===== src/rtl/pbs_pkg.sv =====
// Shared types, codes and helper functions of the PCM byte stream to stereo block.
package pbs_pkg;

  // Sample format codes
  localparam logic [2:0] FMT_S16 = 3'd0;
  localparam logic [2:0] FMT_U8  = 3'd1;
  localparam logic [2:0] FMT_F32 = 3'd2;
  localparam logic [2:0] FMT_S24 = 3'd3;
  localparam logic [2:0] FMT_S32 = 3'd4;

  // Register indexes
  localparam int CFG_IDX_W  = 2;
  localparam int CFG_DATA_W = 4;
  localparam logic [CFG_IDX_W-1:0] CFG_SAMPLE_FORMAT = 2'd0;
  localparam logic [CFG_IDX_W-1:0] CFG_CHANNEL_COUNT = 2'd1;

  // Channel limits
  localparam int MAX_CHANNELS = 8;
  localparam int CH_IDX_W = (MAX_CHANNELS > 1) ? $clog2(MAX_CHANNELS) : 1;
  localparam int CH_W = 5;

  typedef logic signed [31:0] sample_t;

  typedef struct packed {
    logic    emit;
    sample_t left;
    sample_t right;
  } frame_t;

  // Bytes per sample; unused codes read as signed16
  function automatic logic [2:0] bytes_per_sample(input logic [2:0] fmt);
    logic [2:0] n;
    case (fmt)
      FMT_U8:  n = 3'd1;
      FMT_F32: n = 3'd4;
      FMT_S24: n = 3'd3;
      FMT_S32: n = 3'd4;
      default: n = 3'd2;
    endcase
    return n;
  endfunction

  // Channels per frame: zero reads as two, large values saturate
  function automatic logic [CH_W-1:0] channels_in_use(input logic [3:0] cnt);
    logic [CH_W-1:0] c;
    c = {1'b0, cnt};
    if (cnt == 4'd0) begin
      c = CH_W'(2);
    end else if (c > CH_W'(MAX_CHANNELS)) begin
      c = CH_W'(MAX_CHANNELS);
    end
    return c;
  endfunction

endpackage


===== src/rtl/pbs_to_q31.sv =====
// Normalizes one assembled raw sample to Q1.31 for the configured format.
module pbs_to_q31 import pbs_pkg::*; (
  input  logic [2:0]  fmt,
  input  logic [31:0] raw,
  output sample_t     q
);

  logic        neg;
  logic [7:0]  ex;
  logic [22:0] man;
  logic [23:0] mant;
  logic [7:0]  up_sh;
  logic [7:0]  dn_sh;
  logic [24:0] rnd;
  logic [31:0] mag;
  logic [31:0] fq;

  // Convert float bits: saturate, NaN and tiny values to zero, round half away from zero
  always_comb begin
    neg   = raw[31];
    ex    = raw[30:23];
    man   = raw[22:0];
    mant  = {1'b1, man};
    up_sh = ex - 8'd119;
    dn_sh = 8'd119 - ex;
    rnd   = '0;
    mag   = '0;
    if (ex == 8'hFF && man != 23'd0) begin
      fq = 32'h0;
    end else if (ex >= 8'd127) begin
      fq = neg ? 32'h8000_0000 : 32'h7FFF_FFFF;
    end else if (ex == 8'd0) begin
      fq = 32'h0;
    end else begin
      if (ex >= 8'd119) begin
        mag = {8'h0, mant} << up_sh[2:0];
      end else if (dn_sh >= 8'd25) begin
        mag = 32'h0;
      end else begin
        rnd = ({1'b0, mant} + (25'd1 << (dn_sh[4:0] - 5'd1))) >> dn_sh[4:0];
        mag = {7'h0, rnd};
      end
      fq = neg ? (32'h0 - mag) : mag;
    end
  end

  // Pick the scaling of the format
  always_comb begin
    case (fmt)
      FMT_U8:  q = {~raw[7], raw[6:0], 24'h0};
      FMT_F32: q = fq;
      FMT_S24: q = {raw[23:0], 8'h0};
      FMT_S32: q = raw;
      default: q = {raw[15:0], 16'h0};
    endcase
  end

endmodule


===== src/rtl/pbs_assemble.sv =====
// Byte assembly, channel tracking and frame building of the stereo converter.
module pbs_assemble import pbs_pkg::*; (
  input  logic       clk,
  input  logic       rst_n,
  input  logic       accept,
  input  logic [7:0] data_byte,
  input  logic       buffer_end,
  input  logic [2:0] fmt,
  input  logic [3:0] cnt,
  input  logic       cfg_clear,
  output frame_t     frame
);

  logic [23:0]         partial_r, partial_nxt;
  logic [1:0]          byte_idx_r, byte_idx_nxt;
  logic [CH_IDX_W-1:0] ch_idx_r, ch_idx_nxt;
  sample_t             held_left_r, held_left_nxt;
  sample_t             held_right_r, held_right_nxt;

  logic [2:0]    bps;
  logic [CH_W-1:0] ch;
  logic [1:0]    last_pos;
  logic          sample_done;
  logic          frame_done;
  logic          is_left;
  logic          is_right;
  logic [31:0]   raw;
  logic [31:0]   merged;
  sample_t       q;

  // Place the incoming byte and decide what it completes
  always_comb begin
    bps         = bytes_per_sample(fmt);
    ch          = channels_in_use(cnt);
    last_pos    = bps[1:0] - 2'd1;
    sample_done = ({1'b0, byte_idx_r} + 3'd1) >= bps;
    raw         = {8'h0, partial_r} | ({24'h0, data_byte} << {last_pos, 3'b000});
    merged      = {8'h0, partial_r} | ({24'h0, data_byte} << {byte_idx_r, 3'b000});
    frame_done  = ({{(CH_W-CH_IDX_W){1'b0}}, ch_idx_r} + CH_W'(1)) >= ch;
    is_left     = ch_idx_r == CH_IDX_W'(0);
    is_right    = (ch_idx_r == CH_IDX_W'(1)) || (ch == CH_W'(1));
  end

  pbs_to_q31 u_q31 (
    .fmt (fmt),
    .raw (raw),
    .q   (q)
  );

  // Advance the assembly state
  always_comb begin
    partial_nxt    = partial_r;
    byte_idx_nxt   = byte_idx_r;
    ch_idx_nxt     = ch_idx_r;
    held_left_nxt  = held_left_r;
    held_right_nxt = held_right_r;
    if (accept) begin
      if (!sample_done) begin
        partial_nxt  = merged[23:0];
        byte_idx_nxt = byte_idx_r + 2'd1;
      end else begin
        partial_nxt  = '0;
        byte_idx_nxt = '0;
        if (is_left) begin
          held_left_nxt = q;
        end
        if (is_right) begin
          held_right_nxt = q;
        end
        ch_idx_nxt = frame_done ? '0 : ch_idx_r + CH_IDX_W'(1);
      end
      if (buffer_end) begin
        partial_nxt  = '0;
        byte_idx_nxt = '0;
        ch_idx_nxt   = '0;
      end
    end
    if (cfg_clear) begin
      partial_nxt  = '0;
      byte_idx_nxt = '0;
      ch_idx_nxt   = '0;
    end
  end

  // Drive the finished frame
  always_comb begin
    frame.emit  = accept && sample_done && frame_done;
    frame.left  = is_left ? q : held_left_r;
    frame.right = is_right ? q : held_right_r;
  end

  always_ff @(posedge clk) begin
    if (!rst_n) begin
      partial_r    <= '0;
      byte_idx_r   <= '0;
      ch_idx_r     <= '0;
      held_left_r  <= '0;
      held_right_r <= '0;
    end else begin
      partial_r    <= partial_nxt;
      byte_idx_r   <= byte_idx_nxt;
      ch_idx_r     <= ch_idx_nxt;
      held_left_r  <= held_left_nxt;
      held_right_r <= held_right_nxt;
    end
  end

endmodule


===== src/rtl/pcm_byte_stream_to_stereo.sv =====
// Top level of the PCM byte stream to stereo Q1.31 converter.
//
// Input channel: one byte of a little-endian PCM buffer per item, with a flag
// that marks the last byte of the buffer; any incomplete sample or frame is
// dropped after that byte is processed.
// Result channel: one left/right pair in Q1.31 per completed interleaved frame.
// Configuration channel: register 0 is the sample format, register 1 the
// channel count; a write clears the partial sample and frame. cfg_ready is
// always high; write only while the stream is idle.
// Throughput: one byte per cycle while no stalled result blocks in_ready, set
// by the single pass from the assembly registers through format scaling into
// the output register. The frame appears on out_valid in the cycle after its
// last byte is taken.
// Reset: format signed16, two channels, assembly and held samples cleared,
// no result pending.
// Stall: a pending result holds in the output register; a new byte is taken
// only while that register is empty or being emptied in the same cycle.
module pcm_byte_stream_to_stereo import pbs_pkg::*; (
  input  logic                  clk,
  input  logic                  rst_n,
  input  logic                  in_valid,
  output logic                  in_ready,
  input  logic [7:0]            in_data_byte,
  input  logic                  in_buffer_end,
  output logic                  out_valid,
  input  logic                  out_ready,
  output sample_t               out_left_sample,
  output sample_t               out_right_sample,
  input  logic                  cfg_valid,
  output logic                  cfg_ready,
  input  logic [CFG_IDX_W-1:0]  cfg_index,
  input  logic [CFG_DATA_W-1:0] cfg_data
);

  logic [2:0] fmt_r, fmt_nxt;
  logic [3:0] cnt_r, cnt_nxt;
  logic       out_valid_r, out_valid_nxt;
  sample_t    left_r, left_nxt;
  sample_t    right_r, right_nxt;
  logic       accept;
  logic       cfg_clear;
  frame_t     frame;

  assign cfg_ready = 1'b1;
  assign in_ready  = !out_valid_r || out_ready;
  assign accept    = in_valid && in_ready;

  // Take register writes; ignore indexes beyond the list
  always_comb begin
    fmt_nxt   = fmt_r;
    cnt_nxt   = cnt_r;
    cfg_clear = 1'b0;
    if (cfg_valid) begin
      case (cfg_index)
        CFG_SAMPLE_FORMAT: begin
          fmt_nxt   = cfg_data[2:0];
          cfg_clear = 1'b1;
        end
        CFG_CHANNEL_COUNT: begin
          cnt_nxt   = cfg_data[3:0];
          cfg_clear = 1'b1;
        end
        default: cfg_clear = 1'b0;
      endcase
    end
  end

  pbs_assemble u_asm (
    .clk        (clk),
    .rst_n      (rst_n),
    .accept     (accept),
    .data_byte  (in_data_byte),
    .buffer_end (in_buffer_end),
    .fmt        (fmt_r),
    .cnt        (cnt_r),
    .cfg_clear  (cfg_clear),
    .frame      (frame)
  );

  // Load a new frame or drop the delivered one
  always_comb begin
    out_valid_nxt = out_valid_r;
    left_nxt      = left_r;
    right_nxt     = right_r;
    if (accept) begin
      out_valid_nxt = frame.emit;
      left_nxt      = frame.left;
      right_nxt     = frame.right;
    end else if (out_ready) begin
      out_valid_nxt = 1'b0;
    end
  end

  always_ff @(posedge clk) begin
    if (!rst_n) begin
      fmt_r       <= FMT_S16;
      cnt_r       <= 4'd2;
      out_valid_r <= 1'b0;
    end else begin
      fmt_r       <= fmt_nxt;
      cnt_r       <= cnt_nxt;
      out_valid_r <= out_valid_nxt;
    end
  end

  always_ff @(posedge clk) begin
    left_r  <= left_nxt;
    right_r <= right_nxt;
  end

  assign out_valid        = out_valid_r;
  assign out_left_sample  = left_r;
  assign out_right_sample = right_r;

endmodule


===== config.mk =====
export PLATFORM = sky130hd
export DESIGN_NAME = pcm_byte_stream_to_stereo
export DESIGN_NICKNAME = d
export VERILOG_FILES = /design/src/rtl/pbs_pkg.sv /design/src/rtl/pbs_to_q31.sv /design/src/rtl/pbs_assemble.sv /design/src/rtl/pcm_byte_stream_to_stereo.sv
export SDC_FILE = /design/constraint.sdc
export NUM_CORES = 1
export LEC_CHECK = 0
export ABC_AREA = 1
export BUFFER_PORTS_ARGS = -buffer_cell sky130_fd_sc_hd__buf_2
export CAP_MARGIN = 0
export CORE_MARGIN = 2
export CORE_UTILIZATION = 23
export CTS_CLUSTER_DIAMETER = 40
export CTS_CLUSTER_SIZE = 16
export DETAILED_ROUTE_END_ITERATION = 10
export HOLD_SLACK_MARGIN = 0.06
export REMOVE_ABC_BUFFERS = 1
export SETUP_SLACK_MARGIN = 0.2
export SYNTH_ARGS = -nofsm -noshare
export SYNTH_HDL_FRONTEND = slang
export SYNTH_SLANG_ARGS = --single-unit
export TNS_END_PERCENT = 100

===== constraint.sdc =====
create_clock -name clk -period 8.8 [get_ports clk]
set_input_delay 1.76 -clock clk [delete_from_list [all_inputs] [get_ports clk]]
set_output_delay 1.76 -clock clk [all_outputs]
set_load 0.05 [all_outputs]

==> metrics.txt <==
initial antenna violation count=3; TNS Setup=0 ns; DRC=0; clk buf depth=2; CP max-delay cell=ha_1; hold crit path type=reg -> reg; Final Hold Fails=0; final HPWL from detailed placement=36,260 µm; power density cells=157.6 mW/mm²; crit-path max FO=23; post-synthesis mux area share=0.002980; Total GRT Usage=0.1587; Final #Nets=between 2,000 and 2,500; CTS tree=done; WL final=47,800 µm; die area=0.06036 mm²; asr flop ratio synth=0; Tmin final=roughly 7.9 ns; CP Launch Type=input pin; layout cell share with drive strength beyond 1=0.1038; 1st-pass router iterations=8; grt total ovfl=0; Compound-Gate Fraction of Synth Area=0.1506; Core Rows=88; vias in the first global route=13,190; CP bufs+invs=8; synthesized flop and latch total=~170; yosys warns=0; Die W=245.7 µm; CP Class=in -> reg; period utilization=0.8990; H-tree levels=4; max-cap viol count=0; Max VDD drop=126.0 µV; Setup-failing EPs final=0; largest net degree at the start of global routing=113; CP endpoint kind=flop; Boundary Pins=87; wire per inst=15.98 µm; clk sinks=~170; PostCTS Resize Cnt=0; initial DRC count=approximately 1,400; average size of a mapped cell=6.169 µm²; CTS buffer count=17; largest family of logic cells by synthesized area=simple AND/OR/NAND/NOR gates; Die Ht=245.7 µm; # Post-CTS Setup Buffers=0; CORE AREA=0.05770 mm²; EDFF count, synth=64; Fmax achieved=126.4 MHz; Crit path largest cell delay=between 0.4 and 0.5 ns; Placer Congestion=0.9781; CTS hold repair buffers=0; worst slack, placed=0.6000 ns; starting density of the core=0.2329; Slew HR=0.2512; Leak=7.414 nW; Critical Path AT=slightly above 8 ns; Top cell by count, worst path=nand2_1; Top delay family on crit path=simple AND/OR/NAND/NOR gates; RSZ-0062 raised after global routing=false; Worst-Skew Late Latency=0.43 ns; met3 WL=3755 µm; Worst Path Required=a little over 9 ns; Main synth FF type=dfxtp_1; XOR/XNOR Fraction of Synth Area=0.01043; clock slew at reported path FFs=0.06 ns; Pins Over Slew Limit=0; worst slew pin tran=1.120 ns; Layout area overhead=12.64%; Root Buffer=clkbuf_16; Post-Synth Adder-Cell Area=0.03874; library cells used by synthesis=55; post-route met1 wirelength=21,740 µm; DR top layer=met5; Port Buffers=85; status=completed; met2 wire len=~21,000 µm; Antenna Nets Post-Route=0; first-pass GRT wire length=75,280 µm; Avg Vias per Cell=roughly 4.8; Final Skew=0.007669 ns; Via Count=about 14,000; simple-gate share of the synthesized area=0.3851; sequential cell area fraction in the yosys report=0.2935; Post-Syn Area=0.01344 mm²; Synth Instances=2,178; setup ws final=a little under 0.9 ns
## cells in the mapped netlist (10+ instances only)
library cell / n / area, µm²
a21oi_1: 108 / 540.5
a31oi_1: 20 / 125.1
buf_2: 27 / 135.1
clkbuf_1: 52 / 195.2
dfxtp_1: 101 / 2022
edfxtp_1: 64 / 1922
ha_1: 40 / 500.5
inv_1: 283 / 1062
inv_2: 19 / 71.32
nand2_1: 609 / 2286
nand3_1: 245 / 1226
nand4_1: 40 / 250.2
nor2_1: 204 / 765.7
nor3_1: 11 / 55.05
o21a_1: 10 / 75.07
o21ai_0: 137 / 685.7
o21ai_1: 30 / 150.1
o22ai_1: 16 / 100.1
or2_2: 32 / 200.2
xnor2_1: 12 / 105.1
## worst paths after layout
check	start	end	slack (ns)	depth (start not counted)
worst max-delay path	in_data_byte[2]	u_asm.held_right_r[2]	0.89	37
worst max register to register	fmt_r[0]	u_asm.held_right_r[2]	1.64	37
worst min register to register	u_asm.held_left_r[0]	u_asm.held_left_r[0]	0.45	2
worst min-delay path	u_asm.held_left_r[0]	u_asm.held_left_r[0]	0.45	2
## routing by layer
layer,global-route usage,up-vias
met4,0.05152,4
met1,0.2223,6510
met3,0.02630,110
met2,0.2464,566
met5,0,-
li1,-,7168
## report_power, final
part / internal [mW] / leakage [nW] / switching, mW
logic: 0.198 / 5.68 / 0.548
clock network: 0.388 / 0.255 / 0.316
registers: 0.898 / 1.48 / 0.0365
total: 1.48 / 7.41 / 0.901
## through the flow
stage          instances  area (µm²)  total power [mW]  hold slack, ns    util
5_1_grt             2992       15130             2.527          0.4837  0.2623
4_1_cts             2991       15130             2.394          0.4563  0.2623
3_3_place_gp        2959       14590             1.686          0.4419  0.2529
2_1_floorplan       2087       13030             1.477          0.4289       -
3_5_place_dp        2959       14590             1.690          0.4452  0.2529
6_report            2992       15130             2.385          0.4540  0.2623
## layout by cell type (no fill, tap or decap), types with 64 or more instances in the layout
| cell type | instances |
|---|---|
| a21oi_1 | 108 |
| buf_2 | 85 |
| dfxtp_1 | 101 |
| edfxtp_1 | 64 |
| inv_1 | 281 |
| nand2_1 | 609 |
| nand3_1 | 245 |
| nor2_1 | 202 |
| o21ai_0 | 136 |
## flip-flops by register name, indices dropped and copies added, names as in the netlist
register and count:
u_asm.byte_idx_r 2, out_left_sample 32, u_asm.held_left_r 32, fmt_r 3, out_right_sample 32, out_valid 1
u_asm.partial_r 24, u_asm.held_right_r 32, cnt_r 4, u_asm.ch_idx_r 3
## logic make-up (layout without fill, tap and decap cells)
| group | after synthesis | after routing |
|---|---|---|
| adders and majority gates | 41 | 41 |
| muxes | 4 | 4 |
| and+or+nand+nor | 1185 | 1185 |
| DFF | 165 | 165 |
| AOI/OAI and AO/OA | 362 | 362 |
| xor gates and xnor gates | 16 | 16 |
| buffers and inverters | 404 | 452 |
| other | 1 | 2 |
## worst min-delay path, delay by kind of cell, from the launching register on
family,cells,cell delay (ns)
buffers and inverters,1,0.05
flip-flops,1,0.29
AO/OA/AOI/OAI,1,0.06
## area by class of cell
cell class | instances | area (µm²)
inverters | 313 | 1181
clock buffers | 19 | 432.9
repair buffers | 107 | 590.6
multi-input cells | 1609 | 7918
fillers | 6602 | 42560
well taps | 765 | 957.2
clock inverters | 13 | 107.6
diodes | 1 | 2.502
flip-flops and latches | 165 | 3944
No activity file was read; power rests on OpenSTA's default activity.
